### src/design/htw_pkg.sv
`timescale 1ns / 1ps
// ----------------------------------------------------------------------------
// htw_pkg
// Shared types and constants of the hierarchical timer wheel.
// ----------------------------------------------------------------------------
package htw_pkg;

  localparam int NEAR_BITS_DEF  = 8;
  localparam int WHEEL_BITS_DEF = 6;
  localparam int MAX_TIMERS_DEF = 16;

  localparam int ID_W    = 4;
  localparam int TIME_W  = 32;
  localparam int LEVEL_W = 3;
  localparam int SLOT_W  = 10;
  localparam int ORD_W   = 7;

  localparam logic [LEVEL_W-1:0] LEVEL_NEAR = 3'd0;
  localparam logic [LEVEL_W-1:0] LEVEL_TOP  = 3'd4;

  typedef enum logic [2:0] {
    OP_NOP,
    OP_LOAD,
    OP_SETEXP,
    OP_TAKE,
    OP_UNTAKE,
    OP_PLACE
  } cell_op_t;

  typedef struct packed {
    cell_op_t                op;
    logic [LEVEL_W-1:0]      level;
    logic [SLOT_W-1:0]       slot;
    logic [ORD_W-1:0]        order;
    logic [TIME_W-1:0]       expire;
    logic [TIME_W-1:0]       interval;
    logic                    periodic;
  } cell_cmd_t;

  typedef struct packed {
    logic                    valid;
    logic                    taken;
    logic                    match;
    logic [ORD_W-1:0]        order;
    logic [TIME_W-1:0]       expire;
    logic [TIME_W-1:0]       interval;
    logic                    periodic;
  } cell_stat_t;

endpackage

### src/design/hierarchical_timer_wheel.sv
`timescale 1ns / 1ps
// ----------------------------------------------------------------------------
// hierarchical_timer_wheel
// Timing wheel with a near level and four outer levels over a timer pool.
// ----------------------------------------------------------------------------
// add: a rejected add answers in the next cycle; a filed add passes S_FILEA and S_FILEB.
// tick: steps through S_TAKE and S_NEXT for the near slot and each cascaded level;
//   each refiled timer takes a filing pass through S_FILEA and S_FILEB.
// results appear one per cycle or with refile gaps; the receiver cannot stall.
// reset (synchronous) clears the tick count and every valid flag.
module hierarchical_timer_wheel #(
  parameter int NEAR_BITS  = htw_pkg::NEAR_BITS_DEF,
  parameter int WHEEL_BITS = htw_pkg::WHEEL_BITS_DEF,
  parameter int MAX_TIMERS = htw_pkg::MAX_TIMERS_DEF
) (
  input  logic                         clk,
  input  logic                         rst,
  input  logic                         start,
  output logic                         busy,
  input  logic                         func,
  input  logic [htw_pkg::ID_W-1:0]     timer_id,
  input  logic [htw_pkg::TIME_W-1:0]   expire_tick,
  input  logic [htw_pkg::TIME_W-1:0]   repeat_interval,
  input  logic                         periodic,
  output logic                         strobe,
  output logic [htw_pkg::ID_W-1:0]     fired_id,
  output logic                         status,
  output logic                         last
);

  localparam int IW = (MAX_TIMERS > 1) ? $clog2(MAX_TIMERS) : 1;
  localparam logic [63:0] WMASK = (64'd1 << WHEEL_BITS) - 64'd1;

  typedef enum logic [4:0] {
    S_IDLE  = 5'b00001,
    S_TAKE  = 5'b00010,
    S_NEXT  = 5'b00100,
    S_FILEA = 5'b01000,
    S_FILEB = 5'b10000
  } state_t;

  state_t                        state;
  logic [htw_pkg::TIME_W-1:0]    tick;
  logic [htw_pkg::LEVEL_W-1:0]   lvl;
  logic [htw_pkg::SLOT_W-1:0]    tslot;
  logic [htw_pkg::SLOT_W-1:0]    nidx;
  logic                          fire_phase;
  logic                          from_add;
  logic [IW-1:0]                 file_id;
  logic [htw_pkg::ORD_W-1:0]     i_cnt;
  logic [htw_pkg::ORD_W-1:0]     n_cnt;
  logic [htw_pkg::LEVEL_W-1:0]   q_level;
  logic [htw_pkg::SLOT_W-1:0]    q_slot;

  htw_pkg::cell_cmd_t            cmd;
  htw_pkg::cell_stat_t           stat [MAX_TIMERS];
  logic [MAX_TIMERS-1:0]         sel;

  logic                          add_ok;
  logic [htw_pkg::ORD_W-1:0]     match_cnt;
  logic                          hit_any;
  logic [IW-1:0]                 hit_id;
  logic [htw_pkg::TIME_W-1:0]    f_exp;
  logic [htw_pkg::TIME_W-1:0]    f_dist;
  logic [htw_pkg::LEVEL_W-1:0]   f_level;
  logic [htw_pkg::SLOT_W-1:0]    f_slot;
  logic                          accept;

  function automatic logic [htw_pkg::SLOT_W-1:0] wheel_slot(
    input logic [htw_pkg::TIME_W-1:0]  t,
    input logic [htw_pkg::LEVEL_W-1:0] lv
  );
    logic [63:0] v;
    v = 64'(t);
    case (lv)
      3'd1:    v = v >> NEAR_BITS;
      3'd2:    v = v >> (NEAR_BITS + WHEEL_BITS);
      3'd3:    v = v >> (NEAR_BITS + 2 * WHEEL_BITS);
      default: v = v >> (NEAR_BITS + 3 * WHEEL_BITS);
    endcase
    return htw_pkg::SLOT_W'(v & WMASK);
  endfunction

  genvar g;
  generate
    for (g = 0; g < MAX_TIMERS; g++) begin : g_cell
      htw_cell u_cell (
        .clk  (clk),
        .rst  (rst),
        .sel  (sel[g]),
        .cmd  (cmd),
        .stat (stat[g])
      );
    end
  endgenerate

  assign busy   = (state != S_IDLE);
  assign accept = start && !busy;

  always_comb begin
    add_ok    = (32'(timer_id) < MAX_TIMERS);
    match_cnt = '0;
    hit_any   = 1'b0;
    hit_id    = '0;
    for (int c = 0; c < MAX_TIMERS; c++) begin
      if (32'(timer_id) == c && stat[c].valid) add_ok = 1'b0;
      match_cnt = match_cnt + htw_pkg::ORD_W'(stat[c].match);
      if (stat[c].taken && stat[c].order == i_cnt) begin
        hit_any = 1'b1;
        hit_id  = IW'(c);
      end
    end
  end

  // filing place of the timer in file_id
  always_comb begin
    f_exp   = stat[file_id].expire;
    f_dist  = f_exp - tick;
    f_level = htw_pkg::LEVEL_TOP;
    f_slot  = '0;
    if (f_dist[htw_pkg::TIME_W-1]) begin
      f_level = htw_pkg::LEVEL_NEAR;
      f_slot  = htw_pkg::SLOT_W'(tick[NEAR_BITS-1:0]);
    end else if (64'(f_dist) < (64'd1 << NEAR_BITS)) begin
      f_level = htw_pkg::LEVEL_NEAR;
      f_slot  = htw_pkg::SLOT_W'(f_exp[NEAR_BITS-1:0]);
    end else begin
      for (int k = 3; k >= 1; k--) begin
        if (64'(f_dist) < (64'd1 << (NEAR_BITS + k * WHEEL_BITS)))
          f_level = htw_pkg::LEVEL_W'(k);
      end
      f_slot = wheel_slot(f_exp, f_level);
    end
  end

  always_comb begin
    cmd          = '0;
    cmd.op       = htw_pkg::OP_NOP;
    cmd.level    = q_level;
    cmd.slot     = q_slot;
    cmd.order    = match_cnt;
    cmd.expire   = expire_tick;
    cmd.interval = repeat_interval;
    cmd.periodic = periodic;
    sel          = '0;
    case (state)
      S_IDLE: begin
        if (accept && func && add_ok) begin
          cmd.op = htw_pkg::OP_LOAD;
          for (int c = 0; c < MAX_TIMERS; c++)
            sel[c] = (32'(timer_id) == c);
        end
      end
      S_TAKE: cmd.op = htw_pkg::OP_TAKE;
      S_NEXT: begin
        if (i_cnt != n_cnt && hit_any) begin
          sel[hit_id] = 1'b1;
          if (fire_phase && stat[hit_id].periodic) begin
            cmd.op     = htw_pkg::OP_SETEXP;
            cmd.expire = stat[hit_id].interval + tick;
          end else begin
            cmd.op = htw_pkg::OP_UNTAKE;
          end
        end
      end
      S_FILEB: begin
        cmd.op        = htw_pkg::OP_PLACE;
        sel[file_id]  = 1'b1;
      end
      default: ;
    endcase
  end

  always_ff @(posedge clk) begin
    if (rst) begin
      state  <= S_IDLE;
      tick   <= '0;
      strobe <= 1'b0;
    end else begin
      strobe <= 1'b0;
      case (state)
        S_IDLE: begin
          if (accept) begin
            if (func) begin
              if (add_ok) begin
                file_id  <= IW'(timer_id);
                from_add <= 1'b1;
                state    <= S_FILEA;
              end else begin
                strobe   <= 1'b1;
                fired_id <= timer_id;
                status   <= 1'b1;
                last     <= 1'b1;
              end
            end else begin
              from_add <= 1'b0;
              nidx     <= htw_pkg::SLOT_W'(tick[NEAR_BITS-1:0]);
              state    <= S_TAKE;
              if (tick[NEAR_BITS-1:0] == '0) begin
                fire_phase <= 1'b0;
                lvl        <= 3'd1;
                q_level    <= 3'd1;
                q_slot     <= wheel_slot(tick, 3'd1);
                tslot      <= wheel_slot(tick, 3'd1);
              end else begin
                fire_phase <= 1'b1;
                tick       <= tick + 1'b1;
                q_level    <= htw_pkg::LEVEL_NEAR;
                q_slot     <= htw_pkg::SLOT_W'(tick[NEAR_BITS-1:0]);
              end
            end
          end
        end
        S_TAKE: begin
          n_cnt <= match_cnt;
          i_cnt <= '0;
          state <= S_NEXT;
        end
        S_NEXT: begin
          if (i_cnt == n_cnt || !hit_any) begin
            if (fire_phase) begin
              state <= S_IDLE;
            end else if (lvl == htw_pkg::LEVEL_TOP || tslot != '0) begin
              // cascade done, advance and fire the near slot
              fire_phase <= 1'b1;
              tick       <= tick + 1'b1;
              q_level    <= htw_pkg::LEVEL_NEAR;
              q_slot     <= nidx;
              state      <= S_TAKE;
            end else begin
              lvl     <= lvl + 1'b1;
              q_level <= lvl + 1'b1;
              q_slot  <= wheel_slot(tick, lvl + 1'b1);
              tslot   <= wheel_slot(tick, lvl + 1'b1);
              state   <= S_TAKE;
            end
          end else begin
            i_cnt   <= i_cnt + 1'b1;
            file_id <= hit_id;
            if (fire_phase) begin
              strobe   <= 1'b1;
              fired_id <= htw_pkg::ID_W'(hit_id);
              status   <= 1'b0;
              last     <= (i_cnt + 1'b1 == n_cnt);
              if (stat[hit_id].periodic) state <= S_FILEA;
            end else begin
              state <= S_FILEA;
            end
          end
        end
        S_FILEA: begin
          q_level <= f_level;
          q_slot  <= f_slot;
          state   <= S_FILEB;
        end
        S_FILEB: begin
          state <= from_add ? S_IDLE : S_NEXT;
        end
        default: state <= S_IDLE;
      endcase
    end
  end

endmodule

### src/design/htw_cell.sv
`timescale 1ns / 1ps
// ----------------------------------------------------------------------------
// htw_cell
// One timer of the pool: its filing place, order and timing fields.
// ----------------------------------------------------------------------------
module htw_cell (
  input  logic                clk,
  input  logic                rst,
  input  logic                sel,
  input  htw_pkg::cell_cmd_t  cmd,
  output htw_pkg::cell_stat_t stat
);

  logic                          valid;
  logic                          taken;
  logic [htw_pkg::LEVEL_W-1:0]   level;
  logic [htw_pkg::SLOT_W-1:0]    slot;
  logic [htw_pkg::ORD_W-1:0]     order;
  logic [htw_pkg::TIME_W-1:0]    expire;
  logic [htw_pkg::TIME_W-1:0]    interval;
  logic                          periodic;
  logic                          match;

  assign match = valid && (level == cmd.level) && (slot == cmd.slot);

  always_ff @(posedge clk) begin
    if (rst) begin
      valid <= 1'b0;
      taken <= 1'b0;
    end else begin
      case (cmd.op)
        htw_pkg::OP_TAKE: begin
          if (match) begin
            valid <= 1'b0;
            taken <= 1'b1;
          end
        end
        htw_pkg::OP_UNTAKE, htw_pkg::OP_SETEXP: begin
          if (sel) taken <= 1'b0;
        end
        htw_pkg::OP_PLACE: begin
          if (sel) valid <= 1'b1;
        end
        default: ;
      endcase
    end
  end

  always_ff @(posedge clk) begin
    if (sel) begin
      case (cmd.op)
        htw_pkg::OP_LOAD: begin
          expire   <= cmd.expire;
          interval <= cmd.interval;
          periodic <= cmd.periodic;
        end
        htw_pkg::OP_SETEXP: expire <= cmd.expire;
        htw_pkg::OP_PLACE: begin
          level <= cmd.level;
          slot  <= cmd.slot;
          order <= cmd.order;
        end
        default: ;
      endcase
    end
  end

  assign stat.valid    = valid;
  assign stat.taken    = taken;
  assign stat.match    = match;
  assign stat.order    = order;
  assign stat.expire   = expire;
  assign stat.interval = interval;
  assign stat.periodic = periodic;

endmodule

### config.mk
export PLATFORM = sky130hd
export DESIGN_NAME = hierarchical_timer_wheel
export DESIGN_NICKNAME = d
export VERILOG_FILES = /design/src/design/htw_pkg.sv /design/src/design/hierarchical_timer_wheel.sv /design/src/design/htw_cell.sv
export SDC_FILE = /design/constraint.sdc
export NUM_CORES = 2
export LEC_CHECK = 0
export ABC_AREA = 1
export BUFFER_PORTS_ARGS = -buffer_cell sky130_fd_sc_hd__buf_2
export CORE_UTILIZATION = 44
export DETAILED_ROUTE_END_ITERATION = 6
export PLACE_DENSITY = 0.57
export SETUP_SLACK_MARGIN = 0.02
export SYNTH_ARGS = -nofsm -noshare
export SYNTH_HDL_FRONTEND = slang
export SYNTH_SLANG_ARGS = --single-unit
### constraint.sdc
create_clock -name clk -period 9.4 [get_ports clk]
set_input_delay 0.94 -clock clk [delete_from_list [all_inputs] [get_ports clk]]
set_output_delay 0.94 -clock clk [all_outputs]
set_load 0.03 [all_outputs]
==> results by group <==
STA
  – Worst slew margin: 15.12%
  – Setup Viol. Count Final: 0
  – Final clock skew: approximately 0.051 ns
  – WHS: between 0.4 and 0.5 ns
  – Min Tclk post-route: slightly above 8 ns
  – Final Hold Viols: 0
  – Unrepaired setup endpoints after global routing: no
  – Fmax: around 120 MHz
  – Slew @ Worst Pin: approximately 1.3 ns
  – Final Max Tran Viols: 0
  – Setup_tns: 0 ns
  – Final period utilization: 87.95%

Worst setup path
  – Worst EP arrival: 8.80 ns
  – Max incr delay on CP: 0.91 ns
  – Critical Path End: g_cell[0].u_cell.expire[26]$_DFFE_PP_
  – Family with the most delay on the worst path: compound AO/OA/AOI/OAI gates
  – Crit path required time: ~9.9 ns
  – Crit path top cell by count: nand2_1
  – Critical path capture point type: flip-flop
  – WP depth: 31
  – Reg2reg setup slack: around 1.1 ns
  – Worst setup SP type: flip-flop
  – Setup CP Type: reg -> reg
  – CP startpoint: i_cnt[4]$_SDFFCE_PP0P_
  – CP bufs+invs: 4
  – Reg2reg start: i_cnt[4]$_SDFFCE_PP0P_
  – FF-to-FF End: g_cell[0].u_cell.expire[26]$_DFFE_PP_
  – R2R depth: 31
  – Max Fanout on Critical Path: 52
  – Slowest stage cell, crit path: edfxtp_1

Synthesis
  – Ys async rst share: 0%
  – Yosys warnings: 0
  – Post-Syn Instances: 4983
  – Cell variety after synth: 65
  – Seq/Total Area, Yosys: approximately 69%
  – Synth Flop Type: edfxtp_1
  – Mapped Avg Cell Area: between 10 and 15 um2
  – Seq cells post-synth: ~1400
  – Post-synthesis instance area: 0.06099 mm2
  – Post-synth EDFFs: between 1000 and 1500
  – Syn nets: a little over 5000

Pwr
  – Worst vdd rail ir drop: about 0.17 mV
  – PnR Total Power: 14.41 mW
  – PwrDens: around 210 mW/mm2
  – Static Leak: approximately 24 nW

Clocking
  – Clk Tree Root Cell: clkbuf_16
  – Clock sinks: ~1400
  – Cts hold-fix bufs: 0
  – CTS Buffer Depth: 3
  – CTS tree: yes
  – Cts repair resizes: 0
  – Post-CTS Setup Inserts: 0
  – H-tree depth: 4
  – Cts bufs inserted: ~150
  – Skew-Pair Late Insertion Delay: between 0.7 and 0.8 ns
  – Clk slew on worst S/H paths: roughly 0.07 ns

Route
  – Antenna viol nets, final: 0
  – Vias per cell: between 5 and 6
  – DRT iter0 DRCs: 4795
  – Final wirelength: around 190 mm
  – Remaining DRCs: 0
  – Vias: roughly 42000
  – Pre-Repair DR Iteration Count: 6
  – Drt wl/cell: 27.27 um

Global route
  – Total GRT Usage: between 20% and 30%
  – Pin count of the biggest net entering global routing: 91
  – Grt total ovfl: 0
  – Antenna violations before repair: 14
  – Vias in the first global route: between 30000 and 40000
  – First-pass GRT wire length: ~280 mm

Die
  – Die height: ~370 um
  – DIE AREA: approximately 0.14 mm2
  – Ports: 81
  – Starting Density: between 40% and 50%
  – Core area: around 0.14 mm2
  – Die width: ~370 um
  – FP Rows: 136

Placement
  – # placed instances: 6732
  – Post-DP HPWL: 116.4 mm
  – Placer Congestion: 0.9607
  – Port Buffers: 80

Finish
  – Fill cells: about 12000
  – Footprint of the multi-input gates: between 0.015 and 0.02 mm2
  – Nets@finish: approximately 5200
  – P&R area growth vs syn: 12.56%
  – Layout cell share with drive strength beyond 1: under 10%
  – Non-filler cells, final: around 7000
  – Register Area: 0.04188 mm2

Flow run
  – Max_cap viols: 0

Run status
  – Status: finished, final reports clean

Hold path
  – Hold-critical path depth: 1
  – Hold path start: func
  – Hold crit path type: in -> reg
[layout by cell type, fill, tap and decap left out, types with 61 or more instances in the layout]
cell / synthesis / layout
edfxtp_1: 1348 / 1348
nand2_1: 711 / 709
nor2_1: 366 / 356
inv_1: 337 / 325
a21oi_1: 281 / 276
nor3_1: 268 / 264
a22oi_1: 251 / 251
o22ai_1: 181 / 181
clkbuf_16: 0 / 157
o21ai_0: 155 / 154
xor2_1: 121 / 120
buf_4: 15 / 101
nand3_1: 95 / 92
buf_2: 35 / 80
ha_1: 73 / 73
dfxtp_1: 70 / 70
nand4_1: 64 / 64
xnor2_1: 61 / 61
[worst reg2reg max path: cells and delay by family (launching register included)]
kind | cells | cell delay, ns
flip-flops | 1 | 0.91
AO/OA/AOI/OAI | 15 | 3.32
XOR/XNOR | 1 | 0.26
buffers and inverters | 4 | 1.28
adder cells (fa/ha/maj) | 1 | 0.23
AND/OR/NAND/NOR | 10 | 2.04
[cells by family (layout without fill, tap and decap cells)]
group                    Yosys count  after routing  share of synthesized area (%)
AND/OR/NAND/NOR                 1649           1649                          12.02
XOR/XNOR                         182            182                          2.614
AO/OA/AOI/OAI                   1064           1064                          10.93
adder cells (fa/ha/maj)           84             84                          1.859
buffers and inverters            586            818                          3.908
other                              0              7                              0
flip-flops                      1418           1418                          68.67
[report_power, final]
part | internal (mW) | total (mW) | switching, mW | leakage (nW)
Sequential | 6.98 | 7.02 | 0.0366 | 12.7
Clock | 3.39 | 5.89 | 2.50 | 2.37
Combinational | 0.408 | 1.50 | 1.09 | 8.62
[state kept, by name, summed over array words and instances, names as in the netlist, 5 cells and up]
signal,cells
i_cnt,7
tslot,6
nidx,8
g_cell.u_cell.expire,512
g_cell.u_cell.interval,512
g_cell.u_cell.periodic,16
g_cell.u_cell.slot,128
state,5
g_cell.u_cell.taken,16
g_cell.u_cell.order,80
g_cell.u_cell.level,48
g_cell.u_cell.valid,16
n_cnt,5
tick,32
q_slot,8
[through the flow]
step	util (%)	area, um2	setup slack [ns]
finish	49.93	68650	1.132
global route	49.92	68630	0.4302
CTS	49.92	68630	1.184
detailed placement	46.35	63730	1.222
global placement	46.35	63730	1.378
floorplan	-	60990	2.356
[worst min path at each step]
stage,slack [ns],to
floorplan,0.44,g_cell[11].u_cell.taken$_SDFFE_PP0P_
global placement,0.45,g_cell[5].u_cell.valid$_SDFFE_PP0P_
detailed placement,0.47,g_cell[5].u_cell.valid$_SDFFE_PP0P_
CTS,0.35,from_add$_SDFFCE_PN0P_
global route,0.37,from_add$_SDFFCE_PN0P_
finish,0.41,from_add$_SDFFCE_PN0P_
[layout make-up]
type,instances,share of cell area (%)
Sequential cell,1418,61.01
Multi-Input combinational cell,2979,24.82
Clock buffer,202,6.042
Tap cell,1794,3.270
Inverter,357,1.961
Timing Repair Buffer,184,1.775
Clock inverter,75,1.099
Antenna cell,7,0.02552
[layer usage]
layer | GRT usage [%] | wire (um) | vias to the layer above
li1 | - | - | 18640
met1 | 38.60 | 82780 | 20750
met2 | 42.86 | 89180 | 1820
met3 | 4.032 | 14810 | 287
met4 | 7.215 | 4531 | 8
met5 | 0 | 43 | -
[synthesized netlist by cell type, types with 6 or more instances]
master        n  area [um2]
nand2_1     711        2669
o31ai_1      36       270.3
nor3_1      268        1341
o22ai_1     181        1132
nand3_1      95       475.5
a21o_1        6       45.04
fa_1         11       220.2
o21ai_1      32       160.2
a31oi_1      11       68.82
nor4_1       44       275.3
dfxtp_1      70        1401
or2_2        13       81.33
nand2_2       7       43.79
buf_4        15       112.6
or4_1        36       270.3
buf_6        11       123.9
xor2_1      121        1060
edfxtp_1   1348       40480
a21boi_0      6       45.04
a2111oi_0     8       70.07
nor2_1      366        1374
inv_1       337        1265
buf_2        35       175.2
o221ai_1      7       61.31
o211ai_1     10       75.07
o2111ai_1    19       166.4
nand4_1      64       400.4
a22o_1       11       96.34
inv_2        13       48.80
o21ai_0     155       775.7
a21boi_1     11       82.58
nand3b_1     11       82.58
clkinv_1      6       22.52
a221oi_1      9       78.83
buf_1        25       93.84
clkbuf_1    143       536.8
a22oi_1     251        1884
ha_1         73       913.4
o21a_1        7       52.55
a21oi_1     281        1406
xnor2_1      61       534.3
Note: power is estimated with default switching activity, not from simulation.
